`src/rtl/app_pkg.sv`:
```
package app_pkg;

  // Fixed field widths of the item and result channels.
  localparam int unsigned SizeW   = 24;
  localparam int unsigned ByteW   = 8;
  localparam int unsigned PayOutW = 11;

  // Header bytes in front of the first packet and of every later packet.
  localparam logic [ByteW-1:0] HdrFirst = 8'h4C;
  localparam logic [ByteW-1:0] HdrNext  = 8'h5C;

  // Result status codes.
  typedef enum logic [1:0] {
    StatusOk         = 2'd0,
    StatusBadSize    = 2'd1,
    StatusNotStarted = 2'd2,
    StatusOverflow   = 2'd3
  } status_e;

  // Input item kinds.
  typedef enum logic {
    CmdStart = 1'b0,
    CmdData  = 1'b1
  } cmd_kind_e;

  // A classified input item as it waits between front and back.
  typedef struct packed {
    cmd_kind_e        kind;
    logic [ByteW-1:0] data_byte;
  } cmd_t;

  // One result item.
  typedef struct packed {
    logic [ByteW-1:0]   out_byte;
    logic               is_header;
    logic               packet_end;
    logic               stream_end;
    status_e            status;
    logic [PayOutW-1:0] payload_size;
    logic [SizeW-1:0]   packet_count;
    logic               last;
  } result_t;

endpackage

```
`src/rtl/app_fifo.sv`:
```
module app_fifo #(
  parameter int unsigned Width = 8,
  parameter int unsigned Depth = 2
) (
  input  logic             clk_i,
  input  logic             rst_ni,
  input  logic             push_i,
  input  logic [Width-1:0] data_i,
  output logic             full_o,
  input  logic             pop_i,
  output logic [Width-1:0] data_o,
  output logic             empty_o
);

  localparam int unsigned AddrW = (Depth > 1) ? $clog2(Depth) : 1;
  localparam int unsigned CntW  = $clog2(Depth + 1);

  logic [Width-1:0] mem_q [Depth];
  logic [AddrW-1:0] wr_ptr_q, wr_ptr_d;
  logic [AddrW-1:0] rd_ptr_q, rd_ptr_d;
  logic [CntW-1:0]  cnt_q, cnt_d;
  logic             do_push, do_pop;

  assign full_o  = (cnt_q == CntW'(Depth));
  assign empty_o = (cnt_q == '0);
  assign do_push = push_i && !full_o;
  assign do_pop  = pop_i && !empty_o;
  assign data_o  = mem_q[rd_ptr_q];

  // Pointer and fill count update.
  always_comb begin
    wr_ptr_d = wr_ptr_q;
    rd_ptr_d = rd_ptr_q;
    cnt_d    = cnt_q;
    if (do_push) begin
      wr_ptr_d = (wr_ptr_q == AddrW'(Depth - 1)) ? '0 : wr_ptr_q + 1'b1;
    end
    if (do_pop) begin
      rd_ptr_d = (rd_ptr_q == AddrW'(Depth - 1)) ? '0 : rd_ptr_q + 1'b1;
    end
    if (do_push && !do_pop) begin
      cnt_d = cnt_q + 1'b1;
    end else if (do_pop && !do_push) begin
      cnt_d = cnt_q - 1'b1;
    end
  end

  always_ff @(posedge clk_i or negedge rst_ni) begin
    if (!rst_ni) begin
      wr_ptr_q <= '0;
      rd_ptr_q <= '0;
      cnt_q    <= '0;
    end else begin
      wr_ptr_q <= wr_ptr_d;
      rd_ptr_q <= rd_ptr_d;
      cnt_q    <= cnt_d;
    end
  end

  // Entry storage.
  always_ff @(posedge clk_i) begin
    if (do_push) begin
      mem_q[wr_ptr_q] <= data_i;
    end
  end

endmodule

```
`src/rtl/app_div.sv`:
```
module app_div #(
  parameter int unsigned DivW = 10
) (
  input  logic                      clk_i,
  input  logic                      rst_ni,
  input  logic                      start_i,
  input  logic [app_pkg::SizeW-1:0] dividend_i,
  input  logic [DivW-1:0]           divisor_i,
  output logic                      done_o,
  output logic [app_pkg::SizeW-1:0] quot_o,
  output logic                      rem_zero_o
);
  import app_pkg::*;

  localparam int unsigned StepW = $clog2(SizeW + 1);

  logic [SizeW-1:0] quo_q, quo_d;
  logic [DivW-1:0]  rem_q, rem_d;
  logic [DivW-1:0]  div_q;
  logic [StepW-1:0] step_q, step_d;
  logic             busy_q, busy_d;
  logic             done_q, done_d;
  logic [DivW:0]    trial;
  logic             fits;

  // One restoring step per cycle: bring down the next dividend bit.
  assign trial = {rem_q, quo_q[SizeW-1]};
  assign fits  = (trial >= {1'b0, div_q});

  always_comb begin
    quo_d  = quo_q;
    rem_d  = rem_q;
    step_d = step_q;
    busy_d = busy_q;
    done_d = 1'b0;
    if (start_i) begin
      quo_d  = dividend_i;
      rem_d  = '0;
      step_d = StepW'(SizeW);
      busy_d = 1'b1;
    end else if (busy_q) begin
      rem_d  = fits ? DivW'(trial - {1'b0, div_q}) : DivW'(trial);
      quo_d  = {quo_q[SizeW-2:0], fits};
      step_d = step_q - 1'b1;
      if (step_q == StepW'(1)) begin
        busy_d = 1'b0;
        done_d = 1'b1;
      end
    end
  end

  always_ff @(posedge clk_i or negedge rst_ni) begin
    if (!rst_ni) begin
      busy_q <= 1'b0;
      done_q <= 1'b0;
      step_q <= '0;
    end else begin
      busy_q <= busy_d;
      done_q <= done_d;
      step_q <= step_d;
    end
  end

  always_ff @(posedge clk_i) begin
    quo_q <= quo_d;
    rem_q <= rem_d;
    if (start_i) begin
      div_q <= divisor_i;
    end
  end

  assign done_o     = done_q;
  assign quot_o     = quo_q;
  assign rem_zero_o = (rem_q == '0);

endmodule

```
`src/rtl/app_back.sv`:
```
module app_back #(
  parameter int unsigned AlignStep  = 8,
  parameter int unsigned MaxPayload = 1024
) (
  input  logic                      clk_i,
  input  logic                      rst_ni,
  input  logic [app_pkg::SizeW-1:0] total_size_i,
  input  app_pkg::cmd_t             cmd_i,
  input  logic                      cmd_empty_i,
  output logic                      cmd_pop_o,
  output app_pkg::result_t          res_o,
  output logic                      res_push_o,
  input  logic                      res_full_i
);
  import app_pkg::*;

  // Payload register width and the largest candidate below the maximum.
  localparam int unsigned PayW = (MaxPayload > 2) ? $clog2(MaxPayload) : 1;
  localparam int unsigned PMax = ((MaxPayload - 1) / AlignStep) * AlignStep;

  localparam logic [1:0] StIdle   = 2'd0;
  localparam logic [1:0] StLaunch = 2'd1;
  localparam logic [1:0] StDiv    = 2'd2;
  localparam logic [1:0] StEmit   = 2'd3;

  logic [1:0]       state_q, state_d;
  logic [PayW-1:0]  chosen_q, chosen_d;
  logic [PayW-1:0]  cand_q, cand_d;
  logic [PayW-1:0]  pos_q, pos_d;
  logic [PayW-1:0]  pos_inc;
  logic [SizeW-1:0] sent_q, sent_d;
  logic [SizeW-1:0] sent_inc;
  logic [SizeW-1:0] count_q, count_d;
  logic             started_q, started_d;
  logic             first_q, first_d;
  logic             hdr_q, hdr_d;
  logic             div_start, div_done, div_rem_zero;
  logic [SizeW-1:0] div_quot;

  app_div #(
    .DivW(PayW)
  ) u_div (
    .clk_i,
    .rst_ni,
    .start_i    (div_start),
    .dividend_i (total_size_i),
    .divisor_i  (cand_q),
    .done_o     (div_done),
    .quot_o     (div_quot),
    .rem_zero_o (div_rem_zero)
  );

  assign pos_inc  = pos_q + 1'b1;
  assign sent_inc = sent_q + 1'b1;

  // Sequencer: runs the candidate search for a start and emits results.
  always_comb begin
    state_d    = state_q;
    chosen_d   = chosen_q;
    cand_d     = cand_q;
    pos_d      = pos_q;
    sent_d     = sent_q;
    count_d    = count_q;
    started_d  = started_q;
    first_d    = first_q;
    hdr_d      = hdr_q;
    div_start  = 1'b0;
    cmd_pop_o  = 1'b0;
    res_push_o = 1'b0;
    res_o      = '0;
    unique case (state_q)
      StIdle: begin
        if (!cmd_empty_i) begin
          if (cmd_i.kind == CmdStart) begin
            pos_d     = '0;
            sent_d    = '0;
            first_d   = 1'b1;
            hdr_d     = 1'b0;
            started_d = 1'b0;
            chosen_d  = '0;
            count_d   = '0;
            cand_d    = PayW'(PMax);
            if (total_size_i == '0 || PMax == 0) begin
              state_d = StEmit;
            end else begin
              state_d = StLaunch;
            end
          end else if (!res_full_i) begin
            res_push_o = 1'b1;
            res_o.last = 1'b1;
            if (!started_q) begin
              res_o.status = StatusNotStarted;
              cmd_pop_o    = 1'b1;
            end else if (sent_q >= total_size_i) begin
              res_o.status = StatusOverflow;
              cmd_pop_o    = 1'b1;
            end else if (pos_q == '0 && !hdr_q) begin
              // Header goes out first; the data byte stays queued and follows as a later result.
              res_o.out_byte  = first_q ? HdrFirst : HdrNext;
              res_o.is_header = 1'b1;
              res_o.last      = 1'b0;
              hdr_d           = 1'b1;
            end else begin
              res_o.out_byte   = cmd_i.data_byte;
              res_o.packet_end = (pos_inc >= chosen_q);
              res_o.stream_end = (sent_inc == total_size_i);
              cmd_pop_o        = 1'b1;
              hdr_d            = 1'b0;
              sent_d           = sent_inc;
              if (pos_inc >= chosen_q) begin
                pos_d   = '0;
                first_d = 1'b0;
              end else begin
                pos_d = pos_inc;
              end
            end
          end
        end
      end
      StLaunch: begin
        div_start = 1'b1;
        state_d   = StDiv;
      end
      StDiv: begin
        // Candidates go from largest down, so the first that divides wins.
        if (div_done) begin
          if (div_rem_zero) begin
            chosen_d  = cand_q;
            started_d = 1'b1;
            count_d   = div_quot;
            state_d   = StEmit;
          end else if (cand_q == PayW'(AlignStep)) begin
            state_d = StEmit;
          end else begin
            cand_d  = cand_q - PayW'(AlignStep);
            state_d = StLaunch;
          end
        end
      end
      StEmit: begin
        if (!res_full_i) begin
          res_push_o         = 1'b1;
          res_o.status       = started_q ? StatusOk : StatusBadSize;
          res_o.payload_size = PayOutW'(chosen_q);
          res_o.packet_count = count_q;
          res_o.last         = 1'b1;
          cmd_pop_o          = 1'b1;
          state_d            = StIdle;
        end
      end
    endcase
  end

  always_ff @(posedge clk_i or negedge rst_ni) begin
    if (!rst_ni) begin
      state_q   <= StIdle;
      chosen_q  <= '0;
      cand_q    <= '0;
      pos_q     <= '0;
      sent_q    <= '0;
      count_q   <= '0;
      started_q <= 1'b0;
      first_q   <= 1'b1;
      hdr_q     <= 1'b0;
    end else begin
      state_q   <= state_d;
      chosen_q  <= chosen_d;
      cand_q    <= cand_d;
      pos_q     <= pos_d;
      sent_q    <= sent_d;
      count_q   <= count_d;
      started_q <= started_d;
      first_q   <= first_d;
      hdr_q     <= hdr_d;
    end
  end

endmodule

```
`src/rtl/aligned_payload_packetizer.sv`:
```
// Channel   | Direction | Handshake          | Payload
// ----------+-----------+--------------------+----------------------------------------------
// item      | in        | push / full        | action_i, data_byte_i
// result    | out       | empty / pop        | out_byte_o, is_header_o, packet_end_o,
//           |           |                    | stream_end_o, status_o, payload_size_o,
//           |           |                    | packet_count_o, last_o
// config    | in        | cfg_we_i           | cfg_wdata_i (total size)
//
// A data byte passes the sequencer as one result; the first byte of a packet gives two,
// the header and then the byte.
// A start runs a search over at most (MAX_PAYLOAD-1)/ALIGN_STEP candidates, each tried
// in turn by a bit-serial divider.
// Reset clears the control state and both queues; no clearing pass is needed.
// A full result queue stalls the sequencer, and a busy sequencer fills the item queue.
module aligned_payload_packetizer #(
  parameter int unsigned ALIGN_STEP  = 8,
  parameter int unsigned MAX_PAYLOAD = 1024
) (
  input  logic                        clk_i,
  input  logic                        rst_ni,
  input  logic                        cfg_we_i,
  input  logic [app_pkg::SizeW-1:0]   cfg_wdata_i,
  input  logic                        push,
  output logic                        full,
  input  logic                        action_i,
  input  logic [app_pkg::ByteW-1:0]   data_byte_i,
  output logic                        empty,
  input  logic                        pop,
  output logic [app_pkg::ByteW-1:0]   out_byte_o,
  output logic                        is_header_o,
  output logic                        packet_end_o,
  output logic                        stream_end_o,
  output logic [1:0]                  status_o,
  output logic [app_pkg::PayOutW-1:0] payload_size_o,
  output logic [app_pkg::SizeW-1:0]   packet_count_o,
  output logic                        last_o
);
  import app_pkg::*;

  logic [SizeW-1:0] total_size_q;
  cmd_t             cmd_in, cmd_out;
  logic             cmd_empty, cmd_pop;
  result_t          res_in, res_out;
  logic             res_push, res_full;

  // Total size register.
  always_ff @(posedge clk_i or negedge rst_ni) begin
    if (!rst_ni) begin
      total_size_q <= '0;
    end else if (cfg_we_i) begin
      total_size_q <= cfg_wdata_i;
    end
  end

  // Front: classify the item and queue it for the sequencer.
  assign cmd_in.kind      = action_i ? CmdData : CmdStart;
  assign cmd_in.data_byte = data_byte_i;

  app_fifo #(
    .Width ($bits(cmd_t)),
    .Depth (2)
  ) u_cmd_q (
    .clk_i,
    .rst_ni,
    .push_i  (push),
    .data_i  (cmd_in),
    .full_o  (full),
    .pop_i   (cmd_pop),
    .data_o  (cmd_out),
    .empty_o (cmd_empty)
  );

  // Back: search and stream sequencer.
  app_back #(
    .AlignStep  (ALIGN_STEP),
    .MaxPayload (MAX_PAYLOAD)
  ) u_back (
    .clk_i,
    .rst_ni,
    .total_size_i (total_size_q),
    .cmd_i        (cmd_out),
    .cmd_empty_i  (cmd_empty),
    .cmd_pop_o    (cmd_pop),
    .res_o        (res_in),
    .res_push_o   (res_push),
    .res_full_i   (res_full)
  );

  // Result queue toward the consumer.
  app_fifo #(
    .Width ($bits(result_t)),
    .Depth (2)
  ) u_res_q (
    .clk_i,
    .rst_ni,
    .push_i  (res_push),
    .data_i  (res_in),
    .full_o  (res_full),
    .pop_i   (pop),
    .data_o  (res_out),
    .empty_o (empty)
  );

  assign out_byte_o     = res_out.out_byte;
  assign is_header_o    = res_out.is_header;
  assign packet_end_o   = res_out.packet_end;
  assign stream_end_o   = res_out.stream_end;
  assign status_o       = res_out.status;
  assign payload_size_o = res_out.payload_size;
  assign packet_count_o = res_out.packet_count;
  assign last_o         = res_out.last;

endmodule

```
`config.mk`:
```
export PLATFORM = sky130hd
export DESIGN_NAME = aligned_payload_packetizer
export DESIGN_NICKNAME = d
export VERILOG_FILES = /design/src/rtl/app_pkg.sv /design/src/rtl/app_fifo.sv /design/src/rtl/app_div.sv /design/src/rtl/app_back.sv /design/src/rtl/aligned_payload_packetizer.sv
export SDC_FILE = /design/constraint.sdc
export NUM_CORES = 1
export LEC_CHECK = 0
export BUFFER_PORTS_ARGS = -buffer_cell sky130_fd_sc_hd__buf_2
export CAP_MARGIN = 15
export CORE_ASPECT_RATIO = 1.4
export CORE_MARGIN = 2
export CORE_UTILIZATION = 40
export DETAILED_ROUTE_END_ITERATION = 7
export GPL_ROUTABILITY_DRIVEN = 0
export PLACE_DENSITY = 0.6
export SLEW_MARGIN = 20
export SYNTH_ARGS = -nofsm -noshare
export SYNTH_HDL_FRONTEND = slang
export SYNTH_SLANG_ARGS = --single-unit
```
`constraint.sdc`:
```
create_clock -name clk_i -period 5.9 [get_ports clk_i]
set_input_delay 1.475 -clock clk_i [delete_from_list [all_inputs] [get_ports clk_i]]
set_output_delay 1.475 -clock clk_i [all_outputs]
set_load 0.01 [all_outputs]
```
== Word-level counts from Yosys, hierarchy flattened ==
Memories as Yosys holds them, arrays and structs flattened.
Cells that the tools add are included.
Word-level totals
  bits in registers: 166
  latch bits: 0
  memory bits (writable): 116
  bits in read-only memories: 0
  logic and storage cells: 198
  memories: 2
Memory list
  u_res_q.mem_q: words 2, bits a word 49, rd ports 1, clocked after memory_dff 0, write ports 1, RTL line app_fifo.sv:18  | logic [Width-1:0] mem_q [Depth];
  u_cmd_q.mem_q: words 2, bits a word 9, rd ports 1, clocked after memory_dff 0, write ports 1, RTL line app_fifo.sv:18
Operators by class
  add/sub/neg operators: 13
  $mul: 0
  divide/modulo/power cells: 0
  order comparisons: 3
  equal/unequal tests: 20
  shift operators: 0
  muxes and demuxes: 103
  bitwise operators: 1
  reduce and logical (&&, ||, !) cells: 34
Operators with widths (count)
  two-way mux 24 bit: 11
  two-way mux 10 bit: 16
  one-hot mux 24 bit (2 select lines): 1
  two-way mux 1 bit: 41
  one-hot mux 10 bit (2 select lines): 2
  two-way mux 13 bit: 3
  two-way mux 38 bit: 1
  two-way mux 35 bit: 1
  two-way mux 11 bit: 3
  two-way mux 2 bit: 14
  adder 24 x 1 -> 24 bit (second input constant): 1
  == test 24 bit: 1
  >= comparator 24 bit: 1
  logical NOT 24 bit: 1
  inequality test 2 bit (second input constant): 11
  logical NOT 10 bit: 2
  two-way mux 5 bit: 3
  AND reduction 6 bit: 2
  >= comparator 11 x 10 -> 1 bit: 1
  adder 10 x 1 -> 10 bit (second input constant): 1
  == test 10 x 4 -> 1 bit (second input constant): 1
  >= comparator 10 bit: 1
  AND reduction 5 bit: 2
  subtractor 10 bit: 1
  other kinds (20): 52

== Longest topological paths before layout ==
Gate-level depths: netlist of run 1.
  depth in word-level cells: 13
  depth in mapped cells: 14

== Hierarchy ==
From an unflattened synthesis of run 1, not the netlist that was laid out.
Second synthesis, totals
  cell total of the unflattened synthesis: 1163
  area, all modules: 14456.4 um2
Modules (own cells, without submodules)
  app_back: instances 1, cells an instance 666, area each 5898.2 um2, seq. area each 1928.1 um2
  app_fifo (u_res_q): instances 1, cells an instance 172, area each 3986.3 um2, seq. area each 3042.9 um2
  app_div: instances 1, cells an instance 227, area each 2721.4 um2, seq. area each 1396.3 um2
  aligned_payload_packetizer: instances 1, cells an instance 51, area each 997.2 um2, seq. area each 600.6 um2
  app_fifo (u_cmd_q): instances 1, cells an instance 47, area each 853.3 um2, seq. area each 640.6 um2

== Worst setup path after synthesis of run 1 ==
Ideal clock, no wire load.
  kind: register to register
  start point: register u_back.state_q[0]
  end point: memory u_res_q.mem_q[0][0] (netlist bit) (enable)
  setup time: 0.507 ns
  arrival: 4.494 ns
  data required time: 5.393 ns
  path slack: 0.900 ns
  stages on the path, launching flop included: 8
  buffers on the path: 0
  cells stage by stage: dfrtp_1 -> inv_1 -> ha_1 -> o21ai_1 -> nand2b_1 -> and2b_1 -> a21oi_1 -> nor3_1
Between the ends
  longest elaborated chain between the ends: 5
  elaborated cells between the ends (all ways): 6
RTL lines
  start: declaration: RTL line app_back.sv:26  | logic [1:0] state_q, state_d;
  start signal: assignment: RTL line app_back.sv:156  | state_q <= StIdle;
  start signal: assignment: RTL line app_back.sv:166  | state_q <= state_d;
  == test 2 bit or logical NOT 2 bit (tied branches): RTL line app_back.sv:71  | unique case (state_q)
  one-hot mux 1 bit (2 select lines) *: RTL line app_back.sv:71
  logical AND 1 bit *: RTL line app_fifo.sv:26  | assign do_push = push_i && !full_o;
  two-way mux 1 bit *: RTL line app_fifo.sv:62  | if (do_push) begin
  two-way mux 1 bit (not written as such) *: RTL line app_fifo.sv:63  | mem_q[wr_ptr_q] <= data_i;
  end: declaration: RTL line app_fifo.sv:18
Every way passes the cells marked *; elsewhere a longest branch is shown, timed or not.

== Final worst setup path of run 1 ==
  start point: register u_res_q.rd_ptr_q
  end point: output port packet_count_o[17] (netlist bit)
Between the ends
  longest elaborated chain between the ends: 1
RTL lines
  start: declaration: RTL line app_fifo.sv:20  | logic [AddrW-1:0] rd_ptr_q, rd_ptr_d;
  start signal: assignment: RTL line app_fifo.sv:55  | rd_ptr_q <= rd_ptr_d;
  memory (2 x 49 bit)
  end: declaration: RTL line aligned_payload_packetizer.sv:35  | output logic [app_pkg::SizeW-1:0] packet_count_o,
No other way between the ends.

==> metrics.cfg, run 1 <==
[finish]
drive_gt1_frac=0.194
layout.cells.non_filler=1651
fin_nets=1281
syn2layout_area_growth_pct=13.0
final_util=0.458
diodes=0
mostFrequentLayoutCells=141 x edfxtp_1, 114 x dfrtp_1, 86 x buf_2, 85 x nand2_1, 71 x mux2_2
multi_input_area_sq_um=5250
register_area_sq_um=7340
fillers=2931
final_common_cell=edfxtp_1

[timing]
skew_ps=14.7
hold_violations=0
drv_slew=0
tns_ps=0
period_needed_ps=3480
slew_headroom=0.269
fmax_mhz=287
postLayoutSetupSlackWorst_ps=2420
report.final.setup_viol=0
tightest_slew_ps=1090
grt_setup_unrepaired=false
period_share=0.590

[routing]
drtAntennaViolNets=0
via_per_inst=5.23
wl_per_cell_um=17.7
drtPass1Iterations=5
drtIter0Drc=513
via_count=8636
drc=0
finalWirelength_mm=29.2

[power_and_ir_drop]
total_power_w=0.00637
p_leak_nw=6.10
powerDensity_nw_per_um2=431
peakVddDrop_uv=265

[yosys]
synth.avg_cell_area_sq_um=11.7
yosys_warnings=0
yosys.area.top_type=edfxtp_1
synth-compound-area-share=0.100
synth_top_area_frac=0.324
synth_top_family_by_area=simple AND/OR/NAND/NOR gates
synthAdderAreaFrac=0.0497
synthCells=1117
ys_ff_latch=267
ys_seq_area_frac=0.561
async_flop_share=0.434
synthesis.area_sq_um=13100
synth.area.mux_share=0.0764
synth-edff-count=141
synth-xor-area-share=0.0447
yosysUniqueCellTypes=73
synthTopCellsByArea=edfxtp_1 32%, dfrtp_1 22%, mux2_2 6.1%, ha_1 5.0%, xnor2_1 3.1%
synth-simple-area-share=0.127
ys.flop_type=edfxtp_1

[worst_setup_path]
arrival_ps=2010
critPathRequiredTime_ps=4430
path_cells=mux2_2 -> buf_2
start_kind=flop
cp_top_family=flip-flops
crit_cells=2
crit_fanout=47
crit_path_end_kind=output port
r2r_cells=9
critPathMaxStageDelay_ps=820
slowest_stage=dfrtp_4
worst-path-buf-inv=1
criticalPathCategory=reg2out

[job]
cap_violations=0

[grt]
grt_pass1_wl_mm=47.0
antenna_found_initial=0
grt_usage=0.172
grt_max_degree=53
first_global_vias=8715
grt_overflow_total=0

[hold_path]
hold_depth=1
hold_path_class=reg2reg

[floorplan]
die_y_um=218
dieArea_sq_um=34200
core_sq_um=32300
num_io_pins=89
fp.dieW_um=157
rows=78
start_util=0.405

[placed_design]
numPortBuffers=87
placedCellCount=1602
hpwlAfterDp_mm=21.0
dp_slack_ps=2410

[outcome]
status=finished, final reports clean

[cts]
postCtsHoldBufs=0
root_buffer=clkbuf_16
clk_pin_slew_worst_paths_ps=60
post_cts_buffers=0
cts.sinks=267
cts_tree=built
htreeDepth=1
cts-resized-gates=0
clock_latency_ps=540
cts_made_buffers=27
cts_buffer_depth=3

==> layout make-up <==
cell class,count,share of cell area
Multi-Input combinational cell,731,0.355
Inverter,68,0.0173
Clock buffer,33,0.0493
Sequential cell,267,0.497
Timing Repair Buffer,96,0.0342
Clock inverter,16,0.0105
Tap cell,440,0.0372
==> synth_stat cells, types with 7 or more instances <==
library cell,instances
nor3_1,16
mux2_2,71
nand4_1,10
xnor2_1,47
a22o_1,35
nand2b_1,7
edfxtp_1,141
dfxtp_1,10
nand2_1,85
mux2i_1,20
dfrtp_1,115
ha_1,52
o21ai_0,56
nor2_1,64
a21oi_1,46
and3_1,36
inv_1,68
a211oi_1,10
buf_2,16
clkbuf_1,23
nor4_1,16
xor2_1,18
a21o_1,8
nand3_1,40
==> kinds of logic after synthesis <==
| kind of cell | Yosys count |
|---|---|
| and+or+nand+nor | 320 |
| DFF | 267 |
| AOI/OAI and AO/OA | 197 |
| buffers and inverters | 122 |
| muxes | 91 |
| xor gates and xnor gates | 66 |
| adders and majority gates | 52 |
| other | 2 |
==> where the power goes <==
group          internal (W)  total [W]  switching [W]  leakage [nW]
sequential          0.00248    0.00284       0.000355          2.92
clock              0.000972    0.00170       0.000731         0.421
combinational      0.000803    0.00183        0.00102          2.75
==> stage by stage <==
step | area (sq um) | hold slack, ps
floorplan | 13100 | 456
global placement | 13900 | 472
detailed placement | 13900 | 485
CTS | 14800 | 500
global route | 14800 | 511
finish | 14800 | 497
==> routing by layer <==
| layer | wire (um) | track usage |
|---|---|---|
| met5 | 0 | 0 |
| met1 | 13000 | 0.222 |
| met2 | 14800 | 0.302 |
| met3 | 769 | 0.0187 |
| met4 | 665 | 0.0550 |
==> path summary, 6_finish.rpt <==
path,from,endpoint,slack [ps]
hold / removal,u_back.u_div.quot_o[6]$_DFFE_PP_,u_back.count_q[6]$_DFFE_PN0P_,500
hold reg to reg,u_back.u_div.quot_o[6]$_DFFE_PP_,u_back.count_q[6]$_DFFE_PN0P_,500
max in group asynchronous,rst_ni,total_size_q[10]$_DFFE_PN0P_,4040
setup / recovery,u_res_q.rd_ptr_q$_DFFE_PN0P_,packet_count_o[17],2420
setup reg to reg,total_size_q[18]$_DFFE_PN0P_,u_res_q.mem_q[0][38]$_DFFE_PP_,2440
min in group asynchronous,rst_ni,u_back.count_q[16]$_DFFE_PN0P_,840
==> state kept, by name (all words and copies together) (netlist names), 10 cells and up <==
signal and flops:
total_size_q 24, u_back.count_q 24, u_back.pos_q 10, u_back.sent_q 24
u_back.u_div.quot_o 24, u_back.u_div.rem_q 10, u_cmd_q.mem_q 18, u_res_q.mem_q 92
(Power assumes the default switching activity.)
==> run 2, diff against run 1 <==
--- a/config.mk
+++ b/config.mk
@@ -5,6 +5,7 @@
 export SDC_FILE = /design/constraint.sdc
 export NUM_CORES = 1
 export LEC_CHECK = 0
+export ABC_AREA = 1
 export BUFFER_PORTS_ARGS = -buffer_cell sky130_fd_sc_hd__buf_2
 export CAP_MARGIN = 15
 export CORE_ASPECT_RATIO = 1.4
==> constraint.sdc (replaced) <==
create_clock -name clk_i -period 3.55 [get_ports clk_i]
set_input_delay 0.8875 -clock clk_i [delete_from_list [all_inputs] [get_ports clk_i]]
set_output_delay 0.8875 -clock clk_i [all_outputs]
set_load 0.01 [all_outputs]
==> run 2 against run 1 <==
  * Synthesized area increased by 3.7%
  * Utilization increased by 0.19 points
  * Critical path depth increased by 11
  * Combinational power increased by 110%
  * Via count increased by 16%
  * Cell area increased by 3.5%
  * Routed wire length increased by 8.5%
  * Synthesized cell count increased by 32%
==> metrics.cfg, run 2 <==
[outcome]
status=finished, final reports clean

[placed_design]
dp_slack_ps=777
hpwlAfterDp_mm=23.0
numPortBuffers=87
postPlaceCellArea_sq_um=14500

[routing]
wl_per_cell_um=15.6
drtAntennaViolNets=0
via_per_inst=4.91
drtIter0Drc=658
via_count=9988
drc=0
finalWirelength_mm=31.7
drtPass1Iterations=5

[timing]
hold_violations=0
slew_headroom=0.430
fmax_mhz=358
drv_slew=0
skew_ps=12.4
report.final.setup_viol=0
grt_setup_unrepaired=false
period_share=0.787
tightest_slew_ps=851
tns_ps=0
postLayoutSetupSlackWorst_ps=755
period_needed_ps=2790

[worst_setup_path]
r2r_start=u_back.sent_q[0]$_DFFE_PN0P_
cp-startpoint=u_back.sent_q[0]$_DFFE_PN0P_
slowest_stage=dfrtp_1
cpMostUsedCell=nand2_1
crit_fanout=21
path_cells=inv_1 -> ha_1 -> nand2_1 -> nor2_1 -> nand2_1 -> nand2_1 -> nor2_1 -> nand2_1 -> nand2_1 -> nand3_4 -> nor2_1 -> nand4_1 -> nor2_1
cp_top_family=simple AND/OR/NAND/NOR gates
worst-path-buf-inv=1
critPathRequiredTime_ps=3880
crit_path_end_kind=flop
start_kind=flop
critPathMaxStageDelay_ps=470
criticalPathCategory=reg2reg
arrival_ps=3120

[floorplan]
start_util=0.408
fp.dieW_um=160
core_sq_um=33300
die_y_um=222
dieArea_sq_um=35400
rows=79
num_io_pins=89

[yosys]
synth-edff-count=141
synth-xor-area-share=0.0156
synth.avg_cell_area_sq_um=9.17
synthTopCellsByArea=edfxtp_1 31%, dfrtp_1 21%, nand2_1 12%, inv_1 5.4%, ha_1 4.8%
synthesis.area_sq_um=13600
yosysUniqueCellTypes=53
ys_seq_area_frac=0.541
synthCells=1480
yosys_warnings=0
ys_top_cells_by_count=422 x nand2_1, 197 x inv_1, 141 x edfxtp_1
synth.area.mux_share=0
synth_top_family_by_area=simple AND/OR/NAND/NOR gates
async_flop_share=0.434
synth_top_area_frac=0.312
synth.most_common_cell=nand2_1
yosys.area.top_type=edfxtp_1
synthAdderAreaFrac=0.0479
ys_ff_latch=267
synth-simple-area-share=0.212
synth-compound-area-share=0.106
ys.flop_type=edfxtp_1

[grt]
grt_max_degree=59
grt_usage=0.180
grt_pass1_wl_mm=51.5
antenna_found_initial=0
grt_overflow_total=0
first_global_vias=9735

[cts]
post_cts_buffers=0
cts-resized-gates=0
clk_pin_slew_worst_paths_ps=70
cts.sinks=267
root_buffer=clkbuf_16
cts_buffer_depth=3
htreeDepth=1
clock_latency_ps=540
cts_made_buffers=27
cts_tree=built
postCtsHoldBufs=0

[power_and_ir_drop]
p_leak_nw=6.84
peakVddDrop_uv=350
powerDensity_nw_per_um2=722
total_power_w=0.0111

[finish]
diodes=0
final_util=0.460
largest_register_ffs=92
mostFrequentLayoutCells=422 x nand2_1, 197 x inv_1, 141 x edfxtp_1, 128 x nor2_1, 115 x dfrtp_1
fin_nets=1659
finalInstanceArea_sq_um=15300
drive_gt1_frac=0.143
top_register=u_res_q.mem_q
final_common_cell=nand2_1
syn2layout_area_growth_pct=12.8

[hold_path]
hold_path_class=in2async

[job]
cap_violations=0

==> run 2: cell count changes after synthesis, moves of 33 or more <==
| cell | before | now |
|---|---|---|
| and3_1 | 36 | 0 |
| xnor2_1 | 47 | 7 |
| nor2_1 | 64 | 130 |
| nand2_1 | 85 | 422 |
| o22ai_2 | 0 | 44 |
| a22o_1 | 35 | 2 |
| mux2_2 | 71 | 0 |
| inv_1 | 68 | 197 |
==> run 2: layout make-up <==
class,count,area [sq um]
fillers,3134,18000
flip-flops and latches,267,7340
multi-input cells,966,5220
inverters,210,801
clock buffers,33,698
well taps,445,557
repair buffers,97,551
clock inverters,16,146
==> run 2: report_power, final <==
group | switching (W) | total [W] | internal [W]
combinational | 0.00265 | 0.00388 | 0.00123
sequential | 0.000319 | 0.00442 | 0.00410
clock | 0.00120 | 0.00275 | 0.00155
total | 0.00417 | 0.0111 | 0.00688
==> run 2: metrics by stage <==
stage	cells	hold slack (ps)
2_1_floorplan	1483	448
3_3_place_gp	1985	479
3_5_place_dp	1985	485
4_1_cts	2034	364
5_1_grt	2034	381
6_report	2034	341
==> run 2: per-layer routing <==
metal / share of wire / GRT usage / up-vias
met3: 0.034 / 0.0213 / 55
met5: 0 / 0 / -
li1: - / - / 5019
met2: 0.48 / 0.304 / 219
met1: 0.45 / 0.236 / 4695
met4: 0.035 / 0.0713 / 0
==> run 2: worst paths after layout <==
check | to | slack, ps | cells past startpoint
min reg2reg | u_back.u_div.step_q[2]$_DFFE_PN0P_ | 490 | 1
max reg2reg | u_res_q.mem_q[0][38]$_DFFE_PP_ | 760 | 13
min | u_back.u_div.step_q[1]$_DFFE_PN0P_ | 340 | 1
min in group clk_i | u_back.u_div.step_q[2]$_DFFE_PN0P_ | 490 | 1
max | u_res_q.mem_q[0][38]$_DFFE_PP_ | 760 | 13
max in group asynchronous | total_size_q[13]$_DFFE_PN0P_ | 2390 | 2
==> run 2: kinds of logic after synthesis <==
group	count (synthesis)
compound gates	205
xor+xnor	21
fa+ha+maj	52
buf+inv	250
flops	267
other cells	2
simple gates	683
==> run 3, diff against run 2 <==
--- a/config.mk
+++ b/config.mk
@@ -5,7 +5,7 @@
 export SDC_FILE = /design/constraint.sdc
 export NUM_CORES = 1
 export LEC_CHECK = 0
-export ABC_AREA = 1
+export ABC_AREA = 0
 export BUFFER_PORTS_ARGS = -buffer_cell sky130_fd_sc_hd__buf_2
 export CAP_MARGIN = 15
 export CORE_ASPECT_RATIO = 1.4
==> constraint.sdc (replaced) <==
create_clock -name clk_i -period 2.8 [get_ports clk_i]
set_input_delay 0.7 -clock clk_i [delete_from_list [all_inputs] [get_ports clk_i]]
set_output_delay 0.7 -clock clk_i [all_outputs]
set_load 0.01 [all_outputs]
==> run 3 against run 2 <==
  * Sequential cell count unchanged
  * Cell count decreased by 14%
  * Critical path depth decreased by 2
  * Largest power group unchanged
  * Register-to-register slack got worse by 730 ps
  * Global-route usage decreased by 0.11 points
  * Utilization increased by 3.1 points
  * Clock skew increased by 1.5 ps
  * Via count decreased by 9.5%
==> metrics.cfg, run 3 (synthesis gave the netlist of run 1 again) <==
[finish]
diodes=0
mostFrequentLayoutCells=141 x edfxtp_1, 112 x dfrtp_1, 96 x buf_4, 86 x buf_2, 84 x nand2_1
register_area_sq_um=7340
drive_gt1_frac=0.287
fin_nets=1377
largest_register_ffs=92
syn2layout_area_growth_pct=21.1
finalInstanceArea_sq_um=15800
final_common_cell=edfxtp_1
multi_input_area_sq_um=5490
fillers=2864
top_register=u_res_q.mem_q

[power_and_ir_drop]
p_leak_nw=6.64
peakVddDrop_uv=472
total_power_w=0.0139
powerDensity_nw_per_um2=874

[cts]
cts_buffer_depth=3
cts.sinks=267
htreeDepth=1
clock_latency_ps=540
root_buffer=clkbuf_16
cts_made_buffers=27
clk_pin_slew_worst_paths_ps=60
cts_tree=built

[hold_path]
hold_path_class=in2async

[routing]
via_per_inst=5.17
via_count=9040
wl_per_cell_um=17.6
drtPass1Iterations=4
drtIter0Drc=494
finalWirelength_mm=30.7
drc=0
drtAntennaViolNets=0

[timing]
tightest_slew_ps=769
period_needed_ps=2770
report.final.setup_viol=0
fmax_mhz=361
period_share=0.990
tns_ps=0
drv_slew=0
postLayoutSetupSlackWorst_ps=28.2
grt_setup_unrepaired=true
hold_violations=0
slew_headroom=0.486
skew_ps=13.9

[grt]
grt_usage=0.179
antenna_found_initial=0
grt_pass1_wl_mm=48.2
grt_overflow_total=0
first_global_vias=9076
grt_max_degree=63

[floorplan]
die_y_um=218
num_io_pins=89
fp.dieW_um=157
core_sq_um=32300
start_util=0.405
rows=78
dieArea_sq_um=34200

[worst_setup_path]
crit_fanout=2
start_kind=flop
timing.reg2reg.setup_slack_ps=30
criticalPathCategory=reg2reg
arrival_ps=3230
crit_path_end_kind=flop
critPathRequiredTime_ps=3260

[placed_design]
postPlaceCellArea_sq_um=14700
numPortBuffers=87
dp_slack_ps=-186
hpwlAfterDp_mm=22.3

[job]
cap_violations=0

[outcome]
status=finished, final reports clean

[run 3: power by group]
group | total [W] | internal [W] | leakage (nW) | switching (W)
logic | 0.00455 | 0.00203 | 3.30 | 0.00252
clock network | 0.00354 | 0.00200 | 0.420 | 0.00154
registers | 0.00576 | 0.00522 | 2.92 | 0.000540
total | 0.0139 | 0.00926 | 6.64 | 0.00460
[run 3: final cells by class]
cell class	instances	area share
sequential	267	0.463
clock inverter	17	0.0101
multi-input combinational	731	0.346
tap	440	0.0347
timing repair buffer	192	0.0850
inverter	68	0.0161
clock buffer	32	0.0444
[run 3: layer usage]
| metal | up-vias | track usage | part of all wire |
|---|---|---|---|
| met2 | 153 | 0.326 | 0.52 |
| li1 | 4393 | - | - |
| met4 | 0 | 0.0618 | 0.027 |
| met1 | 4448 | 0.216 | 0.41 |
| met3 | 46 | 0.0219 | 0.037 |
| met5 | - | 0 | 0 |
[run 3: metrics by stage]
stage	cells	hold WS, ps	util
finish	1747	126	0.491
global route	1747	142	0.491
CTS	1743	126	0.484
detailed placement	1691	480	0.455
global placement	1691	475	0.455
floorplan	1120	404	-
[run 3: final timing paths]
path                                                        start                              to  depth (start not counted)
worst max-delay path                u_back.sent_q[23]$_DFFE_PN0P_    u_cmd_q.cnt_q[1]$_DFFE_PN0P_                         11
worst min-delay path                                       rst_ni   u_back.sent_q[20]$_DFFE_PN0P_                          1
worst max register to register      u_back.sent_q[23]$_DFFE_PN0P_    u_cmd_q.cnt_q[1]$_DFFE_PN0P_                         11
worst min register to register  u_back.u_div.quot_o[11]$_DFFE_PP_  u_back.count_q[11]$_DFFE_PN0P_                          1
max in group asynchronous                                  rst_ni    u_res_q.rd_ptr_q$_DFFE_PN0P_                          2
min in group clk_i                                 data_byte_i[4]   u_cmd_q.mem_q[1][4]$_DFFE_PP_                          1
[run 3: worst max-delay path, cell delays in order, from the launching register on]
cell and delay (ps):
dfrtp_1 420, ha_4 290, and4_4 230, nand3_2 70
or4_4 430, o211ai_4 230, o31ai_2 100, a211o_1 330
ha_4 170, xor2_1 130, nor2_1 130, xor2_1 160
[run 3: repair_timing]
action                                  4_1_cts  5_1_grt
hold buffers                                  0        0
pin swaps                                     6       19
buffers inserted                              3        4
cloned                                        0        1
gates resized for setup                       9       49
endpoints found under the setup margin       16       48
